==> src/rtl/pclb_pkg.sv <==
package pclb_pkg;

  // defaults of the top-level parameters
  localparam int MESH_DIM_DEF      = 16;
  localparam int MAX_PARTICLES_DEF = 4096;

  // fixed field widths
  localparam int POS_W   = 32;
  localparam int CELL_W  = 4;
  localparam int REF_W   = 12;
  localparam int CNT_W   = 13;
  localparam int MESH_W  = 5;
  localparam int CFG_W   = 32;
  localparam int CFG_IDX_W = 3;
  localparam int EFF_W   = 7;   // clamped mesh size, holds up to 127

  localparam logic [CNT_W-1:0] CNT_MAX = 13'h1FFF;

  // config reset values
  localparam logic [POS_W-1:0]  INV_RESET  = 32'h0001_0000;
  localparam logic [MESH_W-1:0] MESH_RESET = 5'd16;

  typedef enum logic [1:0] {
    ACT_INSERT = 2'd0,
    ACT_QUERY  = 2'd1,
    ACT_FOLLOW = 2'd2,
    ACT_CLEAR  = 2'd3
  } action_t;

  typedef enum logic [1:0] {
    STAT_OK      = 2'd0,
    STAT_OUTSIDE = 2'd1,
    STAT_FULL    = 2'd2,
    STAT_EMPTY   = 2'd3
  } status_t;

  typedef enum logic [CFG_IDX_W-1:0] {
    CFG_MIN_X  = 3'd0,
    CFG_MIN_Y  = 3'd1,
    CFG_MIN_Z  = 3'd2,
    CFG_INV    = 3'd3,
    CFG_MESH_X = 3'd4,
    CFG_MESH_Y = 3'd5,
    CFG_MESH_Z = 3'd6
  } cfg_idx_t;

  typedef enum logic [2:0] {
    S_CLEAR,
    S_IDLE,
    S_DIFF,
    S_MUL,
    S_LOOK,
    S_DONE
  } state_t;

  localparam logic [1:0] AXIS_X    = 2'd0;
  localparam logic [1:0] AXIS_Y    = 2'd1;
  localparam logic [1:0] AXIS_Z    = 2'd2;

  typedef struct packed {
    logic       capture;    // take the input transaction
    logic       diff;       // register position minus minimum, all axes
    logic       mul;        // one axis through the multiplier
    logic [1:0] axis;
    logic       look;       // range checks, memory read
    logic       emit;       // update store, load result register
    logic       clr_start;
    logic       clr_step;   // write one empty cell
  } cmd_t;

  typedef struct packed {
    logic clr_last;
    logic out_free;
  } sts_t;

endpackage

==> src/rtl/pclb_ctrl.sv <==
module pclb_ctrl (
  input  logic               clk,
  input  logic               rst_n,
  input  logic               in_valid,
  input  pclb_pkg::action_t  in_action,
  output logic               in_ready,
  input  pclb_pkg::sts_t     sts,
  output pclb_pkg::cmd_t     cmd
);

  pclb_pkg::state_t state_r, state_nxt;
  logic [1:0]       axis_r, axis_nxt;
  logic             clr_res_r, clr_res_nxt;
  logic             accept;

  assign accept = in_valid && (state_r == pclb_pkg::S_IDLE);

  always_ff @(posedge clk) begin
    if (!rst_n) begin
      state_r   <= pclb_pkg::S_CLEAR;
      axis_r    <= pclb_pkg::AXIS_X;
      clr_res_r <= 1'b0;
    end else begin
      state_r   <= state_nxt;
      axis_r    <= axis_nxt;
      clr_res_r <= clr_res_nxt;
    end
  end

  // next state
  always_comb begin
    state_nxt   = state_r;
    axis_nxt    = axis_r;
    clr_res_nxt = clr_res_r;
    unique case (state_r)
      pclb_pkg::S_CLEAR: begin
        if (sts.clr_last) begin
          state_nxt = clr_res_r ? pclb_pkg::S_DONE : pclb_pkg::S_IDLE;
        end
      end
      pclb_pkg::S_IDLE: begin
        if (accept) begin
          unique case (in_action)
            pclb_pkg::ACT_INSERT: state_nxt = pclb_pkg::S_DIFF;
            pclb_pkg::ACT_QUERY,
            pclb_pkg::ACT_FOLLOW: state_nxt = pclb_pkg::S_LOOK;
            pclb_pkg::ACT_CLEAR: begin
              state_nxt   = pclb_pkg::S_CLEAR;
              clr_res_nxt = 1'b1;
            end
            default: state_nxt = pclb_pkg::S_IDLE;
          endcase
        end
      end
      pclb_pkg::S_DIFF: begin
        state_nxt = pclb_pkg::S_MUL;
        axis_nxt  = pclb_pkg::AXIS_X;
      end
      pclb_pkg::S_MUL: begin
        axis_nxt = axis_r + 2'd1;
        if (axis_r == pclb_pkg::AXIS_Z) begin
          state_nxt = pclb_pkg::S_LOOK;
        end
      end
      pclb_pkg::S_LOOK: state_nxt = pclb_pkg::S_DONE;
      pclb_pkg::S_DONE: begin
        if (sts.out_free) begin
          state_nxt   = pclb_pkg::S_IDLE;
          clr_res_nxt = 1'b0;
        end
      end
      default: state_nxt = pclb_pkg::S_CLEAR;
    endcase
  end

  // outputs
  always_comb begin
    in_ready      = 1'b0;
    cmd           = '0;
    cmd.axis      = axis_r;
    unique case (state_r)
      pclb_pkg::S_CLEAR: cmd.clr_step = 1'b1;
      pclb_pkg::S_IDLE: begin
        in_ready      = 1'b1;
        cmd.capture   = accept;
        cmd.clr_start = accept && (in_action == pclb_pkg::ACT_CLEAR);
      end
      pclb_pkg::S_DIFF: cmd.diff = 1'b1;
      pclb_pkg::S_MUL:  cmd.mul  = 1'b1;
      pclb_pkg::S_LOOK: cmd.look = 1'b1;
      pclb_pkg::S_DONE: cmd.emit = sts.out_free;
      default: cmd = '0;
    endcase
  end

endmodule

==> config.mk <==
export PLATFORM = sky130hd
export DESIGN_NAME = pclb_ctrl
export DESIGN_NICKNAME = d
export VERILOG_FILES = /design/src/rtl/pclb_pkg.sv /design/src/rtl/pclb_ctrl.sv
export SDC_FILE = /design/constraint.sdc
export NUM_CORES = 1
export LEC_CHECK = 0
export BUFFER_PORTS_ARGS = -buffer_cell sky130_fd_sc_hd__buf_2
export CAP_MARGIN = 40
export CORE_AREA = 2 2 39 41
export DETAILED_ROUTE_END_ITERATION = 16
export DIE_AREA = 0 0 41 43
export SYNTH_ARGS = -nofsm -noshare
export SYNTH_HDL_FRONTEND = slang
export SYNTH_SLANG_ARGS = --single-unit
==> constraint.sdc <==
create_clock -name clk -period 1.5 [get_ports clk]
set_input_delay 0.075 -clock clk [delete_from_list [all_inputs] [get_ports clk]]
set_output_delay 0.075 -clock clk [all_outputs]
set_load 0.1 [all_outputs]
==> results.txt, run 1 <==
- The worst hold path passes through 3 cells.
- Setup violations remaining at the end of the flow were counted as 0.
- Via count of the first global-routing pass: 370
- Data arrives at the worst endpoint at 1.34 ns.
- The final hold violation count is 0.
- The worst setup path is captured at a primary output.
* Number of I/O pins: 17
- Final critical-path share of the clock period: 0.942
* Critical setup path kind: reg -> out
- Drt total wl: about 950 um
- For this run, design rule violations remaining after detail routing come to 0.
- At the end of routability-driven placement, the weighted congestion stood at 0.725.
- Of the cells placed in the final design, the portion with a size suffix greater than 1 is 0.486.
- Worst slack on hold paths: 0.116 ns
- Of the post-synthesis cell area, the dominant cell type holds 0.280.
* Cell with the most instances after synthesis: sky130_fd_sc_hd__dfxtp_1
* Total of max-cap violations: 0
* Fraction of power spent switching nets: 0.427
- Source-to-sink clock delay at the later pin of the worst-skew pair: 0.26 ns
- Die X: 41 um
- Post-layout power: about 0.00066 W
- The finished cells cover 734 um2.
- The analysis attributes to net switching a power of about 0.00028 W.
* Setup bufs post-CTS: 0
* RSZ-0062 raised after global routing: false
* Cts repair resizes: 0
* Register-to-register setup slack: 0.24 ns
* Hold_buf cts: 0
* Final period demand of the worst path: 1.41 ns
* Ant diodes: 0
- IO buf count: 16
- IR analysis of the VDD net gives a maximum drop of between 0.3 and 0.4 mV.
- The synthesized design contains 6 register bits.
- Residual overflow from global routing: 0
* Cell accounting for the most synthesized area: sky130_fd_sc_hd__dfxtp_1
* Worst Setup Slack, final: a little under 0.09 ns
- The share of total power dissipated in combinational logic is 0.472.
* Part of the power in the clock network: 0.244
- Depth of the worst register-to-register path: 6
* Global router's overall resource usage: 0.129
- In this run the tightest slew margin relative to its limit is 0.766.
- Summed over all cells, the static leakage comes to between 0.2 and 0.3 nW.
* Pins Over Slew Limit: 0
- Routed Antenna Nets: 0
* Pint: about 0.00038 W
* Instance area after placement: 711 um2
- Clock net sink count: 6
- Clock tree synthesis selected as its root buffer the cell sky130_fd_sc_hd__clkbuf_4.
* Setup Skew: 0.00894 ns
* Die H: 43 um
- List of most frequent post-synthesis cells: sky130_fd_sc_hd__dfxtp_1 (6), sky130_fd_sc_hd__inv_1 (5), sky130_fd_sc_hd__a21oi_1 (4), sky130_fd_sc_hd__nor2_1 (4), sky130_fd_sc_hd__nor3_1 (4)
* Max Fclk: 708 MHz
- The first global-routing pass estimated 1.46 mm of wire.
* Startpoint type of the worst setup path: flop
* Yosys warning count: 0
* Worst min-delay path endpoint: state_r[0]
- CTS tree: built
- In this run the number of H-tree levels came out at 1.
* Worst hold start: sts[1]
- Net count after synthesis: 64
- Post-detailed-placement half-perimeter wirelength: 732 um
- EDFF count, synth: 0
* Maximum clock path buffer count: 2
* Avg WL per Cell: 10.7 um
- Run status: finished, final reports clean
* Placed cell count: 85
- Kind of path behind the tightest hold check: in -> reg
* Endpoint of the worst-slack reg-to-reg timing path: state_r[2]
- At the end of the flow, the number of nets in the layout was 84.
- The netlist uses 27 different library cells.
- Along the worst path, the maximum fanout reaches 13.
- Synthesized cell area: 429 um2
* Maximum number of pins on one net before global-route repair: 14
* Number of buffers added by the clock tree synthesis step: 3
- Starting density of the core: 0.310
- Origin of the critical flop-to-flop path: axis_r[0]
- OpenSTA, run right after detailed placement, puts the worst setup slack at 0.179 ns.
* Area Overhead vs Synth: 71.1%
* Vias per inst: 4.98
- After floorplanning, the core was sized to cover 1380 um2.
- The initialized floorplan defines 14 standard-cell rows.
- Post-synthesis average cell area: 7.95 um2
- Synthesized netlist cell count: 54
- Sequential cell area fraction in the yosys report: 0.280
* Area of the die: ~1800 um2
* Sequential power share: 0.284
- At the pin with the least slew margin, the transition time is 0.348 ns.
* Reg clk slew, reported paths: 0.05 ns
- Detailed-router iteration count before antenna repair: 4
- For this run, the number of standard cells in the final layout without fillers is 88.
* Number of antenna violations at the first check in global routing: 0
- For this block, the initial DRC count from the detailed router was 6.
- Synth async-reset ratio: 0
* Total via count after detailed routing: 438
* PD cells: 899 nW/um2
- The most used flip-flop cell after synthesis is sky130_fd_sc_hd__dfxtp_1.
* Area contributors post-synth: sky130_fd_sc_hd__dfxtp_1 (28%), sky130_fd_sc_hd__ha_1 (8.7%), sky130_fd_sc_hd__a21oi_1 (4.7%)
- STA puts the critical path data required time at 1.42 ns.
## registers in the layout (all words and copies together), names as in the netlist
register   cells
axis_r         2
clr_res_r      1
state_r        3
## routing by layer
| layer | GRT usage | up-vias | part of all wire |
|---|---|---|---|
| li1 | - | 229 | - |
| met4 | 0.120 | 0 | 0.040 |
| met3 | 0.0314 | 5 | 0.036 |
| met1 | 0.168 | 193 | 0.47 |
| met5 | 0 | - | 0 |
| met2 | 0.163 | 11 | 0.45 |
## critical path, stage by stage (launching register included)
cell and delay [ns]:
sky130_fd_sc_hd__dfxtp_2 0.50, sky130_fd_sc_hd__nand2b_1 0.19, sky130_fd_sc_hd__nor2_2 0.19, sky130_fd_sc_hd__buf_12 0.19
## placed cells by master (no fill, tap or decap), drive strengths merged, types with 3 or more instances in the layout
cell type,count
a21oi,4
nor2,4
inv,5
nor3,5
clkbuf,3
dfxtp,6
ha,3
nor2b,3
buf,18
## per-stage QoR
stage               utilization  TNS [ns]
floorplan                     -     -1.64
global placement          0.514         0
detailed placement        0.514         0
CTS                       0.530         0
global route              0.531         0
finish                    0.531         0
## how the worst max path moves through the flow
stage | from | end
after global placement | state_r[2] | state_r[2]
after floorplan | state_r[1] | state_r[0]
after detailed placement | state_r[2] | state_r[2]
after CTS | state_r[2] | cmd[2]
final | state_r[1] | cmd[6]
after global routing | state_r[1] | cmd[6]
## kinds of logic after synthesis
group                      Yosys count  synth area share
AOI/OAI and AO/OA                   10             0.143
adders and majority gates            3            0.0875
buffers and inverters                8            0.0991
DFF                                  6             0.280
muxes                                2            0.0466
and+or+nand+nor                     25             0.344
## power by group through the flow
stage | Sequential, W | Clock, W | Combinational [W]
4_1_cts | 0.000187 | 0.000168 | 0.000314
5_1_grt | 0.000189 | 0.000175 | 0.000329
3_5_place_dp | 0.000190 | 0 | 0.000313
3_3_place_gp | 0.000189 | 0 | 0.000313
6_report | 0.000188 | 0.000161 | 0.000312
2_1_floorplan | 0.000181 | 0 | 0.000220
## layout make-up
class | instances | area (um2)
multi-input cells | 40 | 304
fillers | 127 | 649
well taps | 16 | 20.0
flip-flops and latches | 6 | 124
repair buffers | 18 | 245
inverters | 5 | 18.8
clock buffers | 3 | 22.5
No activity file was read; power rests on OpenSTA's default activity.
==> run 2, diff against run 1 <==
--- a/config.mk
+++ b/config.mk
@@ -6,10 +6,9 @@
 export NUM_CORES = 1
 export LEC_CHECK = 0
 export BUFFER_PORTS_ARGS = -buffer_cell sky130_fd_sc_hd__buf_2
-export CAP_MARGIN = 40
-export CORE_AREA = 2 2 39 41
+export CAP_MARGIN = 0
+export CORE_UTILIZATION = 30
 export DETAILED_ROUTE_END_ITERATION = 16
-export DIE_AREA = 0 0 41 43
 export SYNTH_ARGS = -nofsm -noshare
 export SYNTH_HDL_FRONTEND = slang
 export SYNTH_SLANG_ARGS = --single-unit
==> run 2 against run 1 <==
First-iteration DRC count rose by 50%. Setup slack improved by 0.012 ns. Sequential power barely moved. Wire length rose by 4.9%. Worst hold slack got worse by 0.0021 ns. Critical path type unchanged. Global-route usage rose by 2.0 points. Fmax rose by 0.85%. Die area fell by 10%. Largest cell class unchanged. Clock-buffer cell count did not move. Register-to-register slack barely moved.
==> results.txt, run 2 (synthesis gave the netlist of run 1 again) <==
* Critical setup path kind: reg -> out (unchanged)
- The aggregate negative setup slack came to 0 ns (unchanged).
- Cts repair resizes: 0 (unchanged)
- The met2 wire length was 515 um (was 428 um).
* Slew at the pin closest to its max-slew limit: 0.379 ns (was 0.348 ns)
- Std cell rows: 13 (was 14)
- Largest reg by FF count: state_r (unchanged)
* Pins Over Slew Limit: 0 (unchanged)
* Max rail drop VDD: 0.401 mV (was 0.366 mV)
- Max Fclk: 714 MHz (was 708 MHz)
- Final critical-path share of the clock period: 0.934 (was 0.942)
- RSZ-0062 raised after global routing: false (unchanged).
- The full die area is 1590 um2 (was 1760 um2).
* Clock net sink count: 6 (unchanged)
- PD cells: 896 nW/um2 (was 899 nW/um2)
- The clock skew after layout was 0.00925 ns (was 0.00894 ns).
* Maximum clock path buffer count: 2 (unchanged)
- Number of antenna violations at the first check in global routing: 0 (unchanged)
* Drt total wl: 991 um (was 945 um)
- The required time reported for the critical path endpoint was 1.42 ns (about the same).
- Number of setup violations in the final report: 0 (unchanged)
- CP endpoint: cmd[1] (was cmd[6])
* Origin of the critical flop-to-flop path: axis_r[0] (unchanged)
- First-pass GRT wire length: 1.54 mm (was 1.46 mm)
* Series of cell instances along the critical path: inv_2 -> nor3_4 -> and3_4 -> buf_12 (was nand2b_1 -> nor2_2 -> buf_12)
- Iteration-0 DRC count of the detailed router: 9 (was 6)
- Run status: finished, final reports clean (unchanged)
- The cell area after placement came to 709 um2 (was 711 um2).
- Worst slack on hold paths: 0.114 ns (was 0.116 ns)
- Maximum number of pins on one net before global-route repair: 14 (unchanged)
- The number of cells on the worst reg-to-reg path is 6 (unchanged).
- The buffer type at the clock tree root is sky130_fd_sc_hd__clkbuf_4 (unchanged).
- Post-detailed-placement half-perimeter wirelength: 797 um (was 732 um)
- Residual overflow from global routing: 0 (unchanged)
* Via count of the first global-routing pass: 369 (was 370)
- The capture instance of the worst register-to-register path is state_r[2] (unchanged).
- Arrival time reported for the critical path endpoint: 1.33 ns (was 1.34 ns)
- Proportion of layout cells with a drive suffix above 1: 0.486 (unchanged)
* CTS tree: built (unchanged)
* Total of max-cap violations: 0 (unchanged)
- Critical path fanouts, max: 5 (was 13)
- Crit end category: primary output (unchanged)
* Ant diodes: 0 (unchanged)
* Wl on met1: 439 um (was 443 um)
- The nature of the critical path startpoint is a flop (unchanged).
* Setup bufs post-CTS: 0 (unchanged)
* Highest-count cells in the layout ignoring fill and taps: sky130_fd_sc_hd__buf_12 (10), sky130_fd_sc_hd__buf_2 (6), sky130_fd_sc_hd__inv_1 (4) (unchanged)
- Kind of path behind the tightest hold check: in -> reg (unchanged)
- The final standard cell area without fillers is 736 um2 (was 734 um2).
- Die X: 39.8 um (was 41 um)
- The number of CTS-inserted buffers was 3 (unchanged).
- Area Overhead vs Synth: 71.4% (was 71.1%)
* Uppermost layer routed: met4 (unchanged)
* Largest registers: state_r (3), axis_r (2), clr_res_r (1) (unchanged)
- Placeable Area: 1320 um2 (was 1380 um2)
- The number of placed I/O pins came to 17 (unchanged).
- The later-pin clock latency in the skew report came to 0.26 ns (about the same).
- The met3 wire length was 30 um (was 34 um).
- Static leakage: 0.296 nW (was 0.295 nW)
- The final-stage net count is 84 (unchanged).
- Avg WL per Cell: 11.4 um (was 10.7 um)
- Routed Antenna Nets: 0 (unchanged)
- The final hold violation count came to 0 (unchanged).
- The number of I/O port buffers is 16 (unchanged).
- Vias per inst: 5.16 (was 4.98)
* Largest register FFs: 3 (unchanged)
* Final weighted congestion in routability-driven placement: 0.781 (was 0.725)
* Global router's overall resource usage: 0.149 (was 0.129)
- Detailed-router iteration count before antenna repair: 4 (unchanged)
* Final period demand of the worst path: 1.40 ns (was 1.41 ns)
- DRC violation count after routing: 0 (unchanged)
- Largest incremental delay on the critical path: 0.33 ns (was 0.50 ns)
- Hold_buf cts: 0 (unchanged)
- The most common cell after layout, fill and taps aside was sky130_fd_sc_hd__buf_12 (unchanged).
* Register-to-register setup slack: 0.25 ns (was 0.24 ns)
- The start point of the critical path was state_r[0] (was state_r[1]).
- The effective utilization at floorplan was 0.326 (was 0.310).
- Headroom to the max-slew limit: 0.745 (was 0.766)
- The number of H-tree branching levels is 1 (unchanged).
- Worst path slowest cell: sky130_fd_sc_hd__dfxtp_2 (unchanged)
* Reg clk slew, reported paths: 0.05 ns (about the same)
- Total via count after detailed routing: 449 (was 438)
* Die H: 39.8 um (was 43 um)
run 2: cell counts in the layout (fill, tap and decap cells not counted):
No cell type changed its count.
run 2: final cells by class:
cell class	instances	area [um2]
fill	117	582
multi-input combinational	40	304
timing repair buffer	18	245
sequential	6	126
clock buffer	3	22.5
inverter	5	18.8
tap	15	18.8
run 2: through the flow:
stage	worst slack [ns]	util	instances	power [W]
after floorplan	-0.433	-	54	0.000400
after global placement	0.209	0.538	84	0.000503
after detailed placement	0.154	0.538	84	0.000506
after CTS	0.0138	0.556	87	0.000668
after global routing	0.0496	0.558	87	0.000694
final	0.0995	0.558	87	0.000659
run 2: report_power, final:
| group | leakage, nW | switching (W) | internal [W] |
|---|---|---|---|
| sequential | 0.0503 | 0.0000174 | 0.000169 |
| combinational | 0.232 | 0.000197 | 0.000117 |
| clock | 0.0138 | 0.0000679 | 0.0000912 |
run 2: worst min-delay path by stage:
stage,startpoint,endpoint,slack (ns),depth (start not counted)
floorplan,rst_n,axis_r[0],0.20,1
global placement,sts[1],state_r[0],0.37,3
detailed placement,sts[1],state_r[0],0.37,3
CTS,sts[1],state_r[0],0.10,3
global route,rst_n,state_r[2],0.13,3
finish,sts[1],state_r[0],0.11,3
run 2: worst max-delay path: cells and delay by family, from the launching register on:
family	cells	cell delay [ns]
and+or+nand+nor	2	0.50
DFF	1	0.33
buffers and inverters	2	0.24
run 2: metal layers:
| metal | vias up | global-route usage |
|---|---|---|
| met5 | - | 0 |
| met4 | 0 | 0.103 |
| li1 | 229 | - |
| met2 | 14 | 0.242 |
| met1 | 204 | 0.179 |
| met3 | 2 | 0.0170 |
